===== src/hdl/gle_pkg.sv =====
// ----------------------------------------------------------------------------
// gle_pkg
// Shared types, message constants and byte helpers for the grid LED update
// encoder.
// ----------------------------------------------------------------------------
package gle_pkg;

    localparam int GRID_SIDE_DEF = 9;
    localparam int Q_DEPTH       = 2;
    localparam int HDR_LEN       = 6;

    // command codes on the func input
    localparam logic [1:0] FUNC_SET     = 2'd0;
    localparam logic [1:0] FUNC_CLEAR   = 2'd1;
    localparam logic [1:0] FUNC_SESSION = 2'd2;

    localparam logic [7:0] CMD_SET     = 8'h0B;
    localparam logic [7:0] CMD_CLEAR   = 8'h0E;
    localparam logic [7:0] CMD_SESSION = 8'h22;
    localparam logic [7:0] SYSEX_END   = 8'hF7;

    localparam logic [7:0] PAD_BASE     = 8'd11;
    localparam logic [7:0] PAD_ROW_STEP = 8'd10;
    localparam logic [7:0] PAD_TOP_BASE = 8'd104;

    localparam logic [3:0] LAST_SET   = 4'd11;
    localparam logic [3:0] LAST_SHORT = 4'd8;
    localparam logic [3:0] LAST_ERR   = 4'd0;

    localparam logic [7:0] MSG_HEAD [HDR_LEN] = '{8'hF0, 8'h00, 8'h20, 8'h29, 8'h02, 8'h18};

    typedef enum logic [1:0] {
        K_ERR,
        K_SET,
        K_CLEAR,
        K_SESSION
    } t_kind;

    typedef struct packed {
        t_kind      kind;
        logic [7:0] pad;
        logic [5:0] red;
        logic [5:0] green;
        logic [5:0] blue;
    } t_job;

    // floor(v*63/255) via reciprocal: x/255 == (x + (x>>8) + 1) >> 8 for small x
    function automatic logic [5:0] scale63(input logic [7:0] v);
        logic [13:0] p;
        logic [14:0] s;
        p = 14'(v) * 14'd63;
        s = 15'(p) + 15'(p >> 8) + 15'd1;
        return s[13:8];
    endfunction

    function automatic logic [3:0] last_pos(input t_kind kind);
        logic [3:0] l;
        unique case (kind)
            K_ERR:   l = LAST_ERR;
            K_SET:   l = LAST_SET;
            default: l = LAST_SHORT;
        endcase
        return l;
    endfunction

    // byte at position k of the message described by j
    function automatic logic [7:0] msg_byte(input t_job j, input logic [3:0] k);
        logic [7:0] b;
        logic       is_set;
        is_set = (j.kind == K_SET);
        b      = SYSEX_END;
        if (j.kind == K_ERR) begin
            b = 8'h00;
        end else if (k < 4'(HDR_LEN)) begin
            b = MSG_HEAD[k[2:0]];
        end else begin
            case (k)
                4'd6: begin
                    if (is_set) b = CMD_SET;
                    else if (j.kind == K_CLEAR) b = CMD_CLEAR;
                    else b = CMD_SESSION;
                end
                4'd7:    b = is_set ? j.pad : 8'h00;
                4'd8:    b = is_set ? {2'b00, j.red} : SYSEX_END;
                4'd9:    b = {2'b00, j.green};
                4'd10:   b = {2'b00, j.blue};
                default: b = SYSEX_END;
            endcase
        end
        return b;
    endfunction

endpackage


===== src/hdl/gle_front.sv =====
// ----------------------------------------------------------------------------
// gle_front
// Accepts commands, checks coordinates, looks up and updates the shadow grid
// and hands a message job to the back end.
// ----------------------------------------------------------------------------
module gle_front #(
    parameter int GRID_SIDE = gle_pkg::GRID_SIDE_DEF
) (
    input  logic          i_clk,
    input  logic          i_rst_n,
    input  logic          i_push,
    output logic          o_full,
    input  logic [1:0]    i_func,
    input  logic [3:0]    i_column,
    input  logic [3:0]    i_row,
    input  logic [23:0]   i_color,
    input  logic          i_port_open,
    output logic          o_job_push,
    output gle_pkg::t_job o_job,
    input  logic          i_job_full
);
    import gle_pkg::*;

    localparam int CELLS = GRID_SIDE * GRID_SIDE;
    localparam int CELL_W = $clog2(CELLS);
    localparam logic [4:0] MAX_POS = 5'(GRID_SIDE - 1);

    logic [23:0]       r_shadow [CELLS];
    logic [23:0]       r_rd_color;
    logic [CELLS-1:0]  r_lit;
    logic              r_valid;
    logic [1:0]        r_func;
    logic [3:0]        r_col;
    logic [3:0]        r_row;
    logic [23:0]       r_color;
    logic              r_bad;
    logic [CELL_W-1:0] r_idx;

    logic              accept;
    logic              in_bad;
    logic [CELL_W-1:0] in_idx;
    logic [23:0]       old_color;
    logic              changed;
    logic              is_set;
    logic              proceed;
    logic              wr_en;
    logic [7:0]        pad;

    assign accept = i_push && !r_valid;
    assign o_full = r_valid;

    assign in_bad = (i_func == FUNC_SET) &&
                    (({1'b0, i_column} > MAX_POS) || ({1'b0, i_row} > MAX_POS) ||
                     (({1'b0, i_column} == MAX_POS) && ({1'b0, i_row} == MAX_POS)));
    assign in_idx = CELL_W'(32'(i_row) * GRID_SIDE + 32'(i_column));

    assign is_set    = (r_func == FUNC_SET);
    assign old_color = r_lit[r_idx] ? r_rd_color : 24'h0;
    assign changed   = (r_color != old_color);

    always_comb begin
        o_job_push = 1'b0;
        if (r_valid) begin
            if (r_bad) begin
                o_job_push = 1'b1;
            end else if (i_port_open) begin
                o_job_push = (is_set && changed) || (r_func == FUNC_CLEAR) ||
                             (r_func == FUNC_SESSION);
            end
        end
    end

    assign proceed = r_valid && (!o_job_push || !i_job_full);
    assign wr_en   = proceed && is_set && !r_bad;

    // top strip pads are numbered apart from the main grid
    assign pad = ({1'b0, r_row} == MAX_POS) ? (PAD_TOP_BASE + 8'(r_col))
                 : (PAD_BASE + 8'(r_row) * PAD_ROW_STEP + 8'(r_col));

    always_comb begin
        o_job.pad   = pad;
        o_job.red   = scale63(r_color[23:16]);
        o_job.green = scale63(r_color[15:8]);
        o_job.blue  = scale63(r_color[7:0]);
        if (r_bad) o_job.kind = K_ERR;
        else if (is_set) o_job.kind = K_SET;
        else if (r_func == FUNC_CLEAR) o_job.kind = K_CLEAR;
        else o_job.kind = K_SESSION;
    end

    // shadow color store, read at accept, written when the item retires
    always_ff @(posedge i_clk) begin
        if (accept) r_rd_color <= r_shadow[in_idx];
        if (wr_en) r_shadow[r_idx] <= r_color;
    end

    always_ff @(posedge i_clk) begin
        if (accept) begin
            r_func  <= i_func;
            r_col   <= i_column;
            r_row   <= i_row;
            r_color <= i_color;
            r_bad   <= in_bad;
            r_idx   <= in_idx;
        end
    end

    always_ff @(posedge i_clk) begin
        if (!i_rst_n) begin
            r_valid <= 1'b0;
            r_lit   <= '0;
        end else begin
            if (accept) r_valid <= 1'b1;
            else if (proceed) r_valid <= 1'b0;
            if (wr_en) r_lit[r_idx] <= 1'b1;
            else if (proceed && (r_func == FUNC_CLEAR)) r_lit <= '0;
        end
    end

endmodule


===== src/hdl/gle_queue.sv =====
// ----------------------------------------------------------------------------
// gle_queue
// Short job queue between the front and back ends.
// ----------------------------------------------------------------------------
module gle_queue (
    input  logic          i_clk,
    input  logic          i_rst_n,
    input  logic          i_push,
    input  gle_pkg::t_job i_data,
    output logic          o_full,
    input  logic          i_pop,
    output gle_pkg::t_job o_data,
    output logic          o_empty
);
    import gle_pkg::*;

    localparam int PTR_W = (Q_DEPTH > 1) ? $clog2(Q_DEPTH) : 1;
    localparam int CNT_W = $clog2(Q_DEPTH + 1);

    t_job             r_mem [Q_DEPTH];
    logic [PTR_W-1:0] r_wr_ptr;
    logic [PTR_W-1:0] r_rd_ptr;
    logic [CNT_W-1:0] r_count;
    logic             do_push;
    logic             do_pop;

    assign o_full  = (r_count == CNT_W'(Q_DEPTH));
    assign o_empty = (r_count == '0);
    assign o_data  = r_mem[r_rd_ptr];
    assign do_push = i_push && !o_full;
    assign do_pop  = i_pop && !o_empty;

    always_ff @(posedge i_clk) begin
        if (do_push) r_mem[r_wr_ptr] <= i_data;
    end

    always_ff @(posedge i_clk) begin
        if (!i_rst_n) begin
            r_wr_ptr <= '0;
            r_rd_ptr <= '0;
            r_count  <= '0;
        end else begin
            if (do_push) begin
                r_wr_ptr <= (r_wr_ptr == PTR_W'(Q_DEPTH - 1)) ? '0 : r_wr_ptr + 1'b1;
            end
            if (do_pop) begin
                r_rd_ptr <= (r_rd_ptr == PTR_W'(Q_DEPTH - 1)) ? '0 : r_rd_ptr + 1'b1;
            end
            if (do_push && !do_pop) r_count <= r_count + 1'b1;
            else if (do_pop && !do_push) r_count <= r_count - 1'b1;
        end
    end

endmodule


===== src/hdl/gle_back.sv =====
// ----------------------------------------------------------------------------
// gle_back
// Walks a queued job byte by byte into the result register.
// ----------------------------------------------------------------------------
module gle_back (
    input  logic          i_clk,
    input  logic          i_rst_n,
    input  logic          i_job_empty,
    input  gle_pkg::t_job i_job,
    output logic          o_job_pop,
    output logic          o_empty,
    input  logic          i_pop,
    output logic [7:0]    o_out_byte,
    output logic          o_last,
    output logic          o_status
);
    import gle_pkg::*;

    logic [3:0] r_cnt;
    logic       r_out_valid;
    logic [7:0] r_out_byte;
    logic       r_out_last;
    logic       r_out_status;
    logic       load;
    logic       at_last;

    assign load      = !i_job_empty && (!r_out_valid || i_pop);
    assign at_last   = (r_cnt == last_pos(i_job.kind));
    assign o_job_pop = load && at_last;

    assign o_empty    = !r_out_valid;
    assign o_out_byte = r_out_byte;
    assign o_last     = r_out_last;
    assign o_status   = r_out_status;

    always_ff @(posedge i_clk) begin
        if (load) begin
            r_out_byte   <= msg_byte(i_job, r_cnt);
            r_out_last   <= at_last;
            r_out_status <= (i_job.kind == K_ERR);
        end
    end

    always_ff @(posedge i_clk) begin
        if (!i_rst_n) begin
            r_cnt       <= '0;
            r_out_valid <= 1'b0;
        end else begin
            if (load) begin
                r_out_valid <= 1'b1;
                r_cnt       <= at_last ? 4'd0 : r_cnt + 4'd1;
            end else if (i_pop) begin
                r_out_valid <= 1'b0;
            end
        end
    end

endmodule


===== src/hdl/grid_led_update_encoder.sv =====
// path: front register, job queue, byte output register; the front takes no new
// command until the current one retires (shadow read, then update); bytes leave
// one a cycle while the receiver pops, 12 for a pixel change, 9 for clear or
// session, 1 for a coordinate error; a 2-entry job queue decouples the two ends
// reset: synchronous active low, clears port_open, lit flags, queue and byte
// counter; the shadow color store is not cleared (unlit pads read as black)
// ----------------------------------------------------------------------------
// grid_led_update_encoder
// Shadow LED grid that turns pixel, clear and session commands into
// system-exclusive byte messages.
// ----------------------------------------------------------------------------
module grid_led_update_encoder #(
    parameter int GRID_SIDE = gle_pkg::GRID_SIDE_DEF
) (
    input  logic        i_clk,
    input  logic        i_rst_n,
    input  logic        i_cfg_we,
    input  logic        i_cfg_wdata,
    input  logic        push,
    output logic        full,
    input  logic [1:0]  i_func,
    input  logic [3:0]  i_column,
    input  logic [3:0]  i_row,
    input  logic [23:0] i_color,
    output logic        empty,
    input  logic        pop,
    output logic [7:0]  o_out_byte,
    output logic        o_last,
    output logic        o_status
);
    import gle_pkg::*;

    logic r_port_open;
    logic job_push;
    logic job_full;
    logic job_pop;
    logic job_empty;
    t_job job_in;
    t_job job_out;

    always_ff @(posedge i_clk) begin
        if (!i_rst_n) begin
            r_port_open <= 1'b0;
        end else if (i_cfg_we) begin
            r_port_open <= i_cfg_wdata;
        end
    end

    gle_front #(
        .GRID_SIDE (GRID_SIDE)
    ) u_front (
        .i_clk       (i_clk),
        .i_rst_n     (i_rst_n),
        .i_push      (push),
        .o_full      (full),
        .i_func      (i_func),
        .i_column    (i_column),
        .i_row       (i_row),
        .i_color     (i_color),
        .i_port_open (r_port_open),
        .o_job_push  (job_push),
        .o_job       (job_in),
        .i_job_full  (job_full)
    );

    gle_queue u_queue (
        .i_clk   (i_clk),
        .i_rst_n (i_rst_n),
        .i_push  (job_push),
        .i_data  (job_in),
        .o_full  (job_full),
        .i_pop   (job_pop),
        .o_data  (job_out),
        .o_empty (job_empty)
    );

    gle_back u_back (
        .i_clk       (i_clk),
        .i_rst_n     (i_rst_n),
        .i_job_empty (job_empty),
        .i_job       (job_out),
        .o_job_pop   (job_pop),
        .o_empty     (empty),
        .i_pop       (pop),
        .o_out_byte  (o_out_byte),
        .o_last      (o_last),
        .o_status    (o_status)
    );

endmodule


===== config.mk =====
export PLATFORM = sky130hd
export DESIGN_NAME = grid_led_update_encoder
export DESIGN_NICKNAME = d
export VERILOG_FILES = /design/src/hdl/gle_pkg.sv /design/src/hdl/gle_front.sv /design/src/hdl/gle_queue.sv /design/src/hdl/gle_back.sv /design/src/hdl/grid_led_update_encoder.sv
export SDC_FILE = /design/constraint.sdc
export NUM_CORES = 2
export LEC_CHECK = 0
export ABC_AREA = 0
export BUFFER_PORTS_ARGS = -buffer_cell sky130_fd_sc_hd__buf_2
export CORE_MARGIN = 5
export CORE_UTILIZATION = 30
export DETAILED_ROUTE_END_ITERATION = 7
export SETUP_SLACK_MARGIN = 0.5
export SYNTH_ARGS = -nofsm -noshare
export SYNTH_HDL_FRONTEND = slang
export SYNTH_SLANG_ARGS = --single-unit

===== constraint.sdc =====
create_clock -name i_clk -period 8.3 [get_ports i_clk]
set_clock_uncertainty 0.2 [all_clocks]
set_input_delay 1.245 -clock i_clk [delete_from_list [all_inputs] [get_ports i_clk]]
set_output_delay 1.245 -clock i_clk [all_outputs]
set_load 0.05 [all_outputs]

; Yosys cells after proc, flatten, opt, wreduce, memory -nomap -nowiden
; Memories as Yosys holds them, arrays and structs flattened. A register that Yosys moved wholly into a read port is not among the register bits.
; Cells that the tools add are included.
[totals]
register_bits = 144
mem_bits_rw = 2000
mem_bits_ro = 64
inputBits = 40
wordCells = 138
mem_count = 3
[memory_table]
columns = memory, depth, width, rd, rd_ports_with_merged_regs, wr, line
row1 = u_front.r_shadow, 81, 24, 1, 1, 1, gle_front.sv:28  ; logic [23:0] r_shadow [CELLS];
row2 = (name not given), 8, 8, 1, 0, 0, gle_pkg.sv:75  ; b = MSG_HEAD[k[2:0]];
row3 = u_queue.r_mem, 2, 28, 1, 1, 1, gle_queue.sv:20  ; t_job r_mem [Q_DEPTH];
[classes]
addsub = 15
multipliers = 5
magnitude_cmp = 6
n_eq_ne = 15
mux = 38
n_bitwise = 2
reduce_logical = 37
[op_table]
columns = op, n
row1 = $mux 81, 2
row2 = $or 81x81->81, 1
row3 = $mux 8, 7
row4 = $add 14x1->14 const B, 3
row5 = $add 14x6->14, 3
row6 = $mul 8x6->14 const B, 3
row7 = $pmux 8 s5, 1
row8 = $eq 4x4->1 const B, 6
row9 = $mux 24, 1
row10 = $ne 24x24->1, 1
row11 = $mux 1, 18
row12 = $logic_and 1x1->1, 15
row13 = $add 4x8->8 const A, 1
row14 = $add 7x4->8 const A, 1
row15 = $add 8x4->8, 1
row16 = $eq 4x3->1 const B, 2
row17 = $gt 4x4->1 const B, 2
row18 = $logic_not 1->1, 8
row19 = $logic_not 2->1, 4
row20 = $lt 7x8->1 const B, 1
row21 = $mux 2, 4
row22 = $pmux 4 s2, 1
row23 = $reduce_bool 2->1, 4
row24 = $add 7x4->7, 1
row25 = other kinds (18), 27

; Logic depth before layout (Yosys ltp)
[depth]
depth_word = 17
mapped_depth = 23

; Hierarchy
; A second synthesis with hierarchy kept.
[unflattened]
cells_unflattened = 4259
area_unflattened_um2 = 88263.4
[by_module_without_submodules]
columns = mod, instances, cells_each, area_per_inst_um2, seq_area_each_um2
row1 = gle_front, 1, 4023, 84810.1, 61999.5
row2 = gle_queue, 1, 112, 2250.9, 1781.7
row3 = gle_back, 1, 121, 1166.1, 400.4
row4 = grid_led_update_encoder, 1, 3, 36.3, 20.0

; Worst setup path after synthesis
; No wires, ideal clock.
[synth_path]
kind = flip-flop to flip-flop
start = register u_front.r_color[13]
end = memory u_queue.r_mem[0][11] (netlist name), data pin
setup_ns = 0.268
arrival_time_ns = 6.323
required_ns = 7.832
slack_ns = 1.510
stages_incl_launch_ff = 21
path_buffers = 0
period_less_slack_ns = 6.790
cell_sequence = edfxtp_1 > inv_1 > fa_1 > inv_1 > fa_1 > fa_1 > ha_1 > a21oi_1 > o21bai_1 > a2111oi_0 > nor2_1 > xor2_1 > ha_1 > or3_1 > o21ai_0 > a21oi_1 > nand3b_1 > o21ai_0 > o41ai_1 > nor2_1 > xor2_1
[synth_lines]
columns = element, line
row1 = "start, declared", gle_front.sv:35  ; logic [23:0] r_color;
row2 = "start signal, assigned", gle_front.sv:102  ; r_color <= i_color;
row3 = "end, declared", gle_queue.sv:20

==> impl_metrics.json <==
{
  "ys_warn_count": 0,
  "ys_ff_latch": 2169,
  "path_cells": "buf_4, fa_1, ha_1, fa_1, ha_1, a21o_1, a21oi_1, o21bai_1, a2111oi_0, nor2_1, xor2_1, ha_1, or3_1, o21ai_0, a21oi_1, nand3b_1, o21ai_0, o41ai_1, nor2_1, xor2_1",
  "hold_viol": 0,
  "hold_ws_ns": 0.2640,
  "synth_cells": 4032,
  "p_int_w": 0.01915,
  "ioPinCount": 52,
  "cts_setup_buffers": 0,
  "area_growth_pct": 15.11,
  "drtIter0Drc": 4928,
  "nets": 4497,
  "outcome": "completed",
  "port_buffers": 51,
  "cp_common_cell": "ha_1",
  "drcViolationCount": 0,
  "hold_start": "u_front.r_lit[26]",
  "synthFlopType": "edfxtp_1",
  "peakVddDrop_mv": 0.2189,
  "worstSetupStartpointType": "register",
  "crit_path_end_kind": "register",
  "crit_required_ns": 8.67,
  "grt_pass1_wl_um": 322300,
  "clk_pin_slew_worst_paths_ns": 0.06,
  "fp.dieW_um": 549.6,
  "grt_pass1_vias": 43020,
  "wl_per_cell_um": 26.95,
  "drive_above_1_share_pct": 28.13,
  "core_area_um2": 290300,
  "cts_tree": "done",
  "slowest_delay_ns": 0.66,
  "switching_power_w": 0.006845,
  "reg2reg_from": "u_front.r_color[11]",
  "pwr-share-clk_pct": 35.9,
  "dpl.hpwl_um": 125600,
  "postCtsHoldBufs": 0,
  "cts.sinks": 2169,
  "syn_avg_cell_area_um2": 21.66,
  "grt_max_degree": 86,
  "power_density_nw_per_um2": 258.6,
  "clock.fmax_mhz": 152.5,
  "yosysUniqueCellTypes": 66,
  "die_h_um": 549.6,
  "placement_rows": 198,
  "cp_slowest_cell": "a2111oi_0",
  "leakagePower_nw": 31.47,
  "ys_async_sr_fraction_pct": 0,
  "relSlewSlack_pct": 19.43,
  "period_needed_ns": 6.557,
  "place_congestion": 0.8744,
  "drt_wl_total_um": 225400,
  "h-tree-depth": 4,
  "synth-edff-count": 2076,
  "drv_slew": 0,
  "maxCapViolCount": 0,
  "cp-startpoint": "u_front.r_color[11]",
  "cts_inserted_buffers": 213,
  "grt_overflow": 0,
  "seqPwrFrac_pct": 47.2,
  "cp_max_fo": 85,
  "worst_pin_slew_ns": 1.202,
  "worstHoldPathType": "register to register",
  "ys_seq_area_share_pct": 73.50,
  "drtAntennaViolNets": 0,
  "cts_resized": 0,
  "criticalPathCategory": "register to register",
  "antenna_found_initial": 11,
  "clk_latency_ns": 0.86,
  "clk_path_buf_depth": 3,
  "start_util_pct": 30.08,
  "synth_area_um2": 87340,
  "finalSetupViolCount": 0,
  "rsz0062_at_grt": "false",
  "dieArea_um2": 302000,
  "dr.pass1.iters": 8,
  "setup_tns_ns": 0,
  "pwr-share-comb_pct": 16.9,
  "grt_usage_pct": 14.73,
  "syn-num-nets": 4243,
  "cts.root.buffer_cell": "clkbuf_16",
  "cp.arrival_ns": 6.92,
  "via_per_inst": 5.075,
  "fillers": 26880,
  "p_sw_share_pct": 26.33,
  "vias": 42450,
  "fin_crit_sh_pct": 79.00
}
-- final cells by class --
cell class	instances	area, um2	area share, %
timing repair buffer	224	1804	1.794
inverter	110	412.9	0.4107
clock inverter	120	1109	1.103
antenna	6	15.01	0.01493
tap	3900	4880	4.853
multi-input combinational	1568	22510	22.38
clock buffer	267	5615	5.585
sequential	2169	64200	63.85
-- flip-flops by register name (all words and copies together), names as in the netlist, 2 cells and up, named ones only --
signal              flops
u_front.r_color        24
u_front.r_row           4
u_front.r_idx           7
u_back.r_cnt            4
u_queue.r_count         2
u_back.o_out_byte       8
u_front.r_col           4
u_front.r_shadow     1944
u_front.r_func          2
u_queue.r_mem          56
u_front.r_lit          81
u_front.r_rd_color     24
-- routing by layer --
layer  global-route usage [%]  wire (um)  vias up
met1                    21.02      96650    23070
met5                        0         27        -
met3                    2.546      16500      289
met2                    23.42     107000     1701
li1                         -          -    17390
met4                    3.811       5188        4
-- metrics by stage --
| stage | total power (W) | instance area, um2 | instances | utilization (%) | setup WS [ns] |
|---|---|---|---|---|---|
| 2_1_floorplan | 0.01538 | 87340 | 4032 | - | 1.510 |
| 3_3_place_gp | 0.01689 | 93800 | 7971 | 32.31 | 1.810 |
| 3_5_place_dp | 0.01692 | 93800 | 7971 | 32.31 | 1.749 |
| 4_1_cts | 0.02620 | 100500 | 8358 | 34.62 | 1.734 |
| 5_1_grt | 0.02698 | 100500 | 8359 | 34.62 | 1.301 |
| 6_report | 0.02600 | 100500 | 8364 | 34.63 | 1.743 |
-- cells in the final DEF (no fill, tap or decap), types with 68 or more instances in the layout --
cell / n
edfxtp_1: 2076
mux4_2: 630
clkbuf_16: 215
buf_4: 153
inv_1: 110
ha_1: 109
dfxtp_1: 93
o21a_1: 88
a21oi_1: 79
mux2i_1: 69
nor2_1: 68
-- final timing paths --
check / to / slack, ns / cells past startpoint
worst max-delay path: u_queue.r_mem[1][11] / 1.74 / 20
worst min-delay path: u_front.r_lit[26] / 0.26 / 1
worst max register to register: u_queue.r_mem[1][11] / 1.74 / 20
worst min register to register: u_front.r_lit[26] / 0.26 / 1
-- cell usage after synthesis (13+ instances only) --
cell      count  area [um2]
o21a_1       89       668.1
nor3_2       41       410.4
xnor2_1      40       350.3
a21oi_1      79       395.4
nor2_1       69       259.0
buf_1        49       183.9
nor2b_1      16       100.1
clkbuf_1    110       412.9
ha_1        111        1389
edfxtp_1   2076       62340
o21ai_0      25       125.1
nor3_1       55       275.3
buf_2        16       80.08
nand2_1      58       217.7
nand3_1      21       105.1
a21o_1       13       97.59
mux2i_1      69       690.7
inv_1       110       412.9
o22ai_1      25       156.4
mux4_2      630       14190
xor2_1       24       210.2
fa_1         60        1201
dfxtp_1      93        1862
-- power groups by stage --
stage               combinational (W)  clock [W]  sequential [W]
finish                        0.00440    0.00933          0.0123
global route                  0.00474    0.00998          0.0123
CTS                           0.00443    0.00950          0.0123
detailed placement            0.00442          0          0.0125
global placement              0.00439          0          0.0125
floorplan                     0.00280          0          0.0126
-- worst max-delay path, delay by kind of cell, from the launching register on --
| family | cells | cell delay, ns |
|---|---|---|
| AOI/OAI and AO/OA | 8 | 2.02 |
| xor gates and xnor gates | 2 | 0.39 |
| adders and majority gates | 5 | 1.92 |
| buffers and inverters | 1 | 0.65 |
| DFF | 1 | 0.34 |
| and+or+nand+nor | 4 | 0.75 |
-- kinds of logic (layout without fill, tap and decap cells) --
family | count (synthesis) | count (layout) | share of synthesized area (%)
compound gates | 304 | 304 | 2.348
buf+inv | 295 | 721 | 1.368
flops | 2169 | 2169 | 73.50
xor+xnor | 64 | 64 | 0.6418
simple gates | 322 | 322 | 2.034
mux | 707 | 707 | 17.14
fa+ha+maj | 171 | 171 | 2.965
other cells | 0 | 6 | 0
Note: power is estimated with default switching activity, not from simulation.
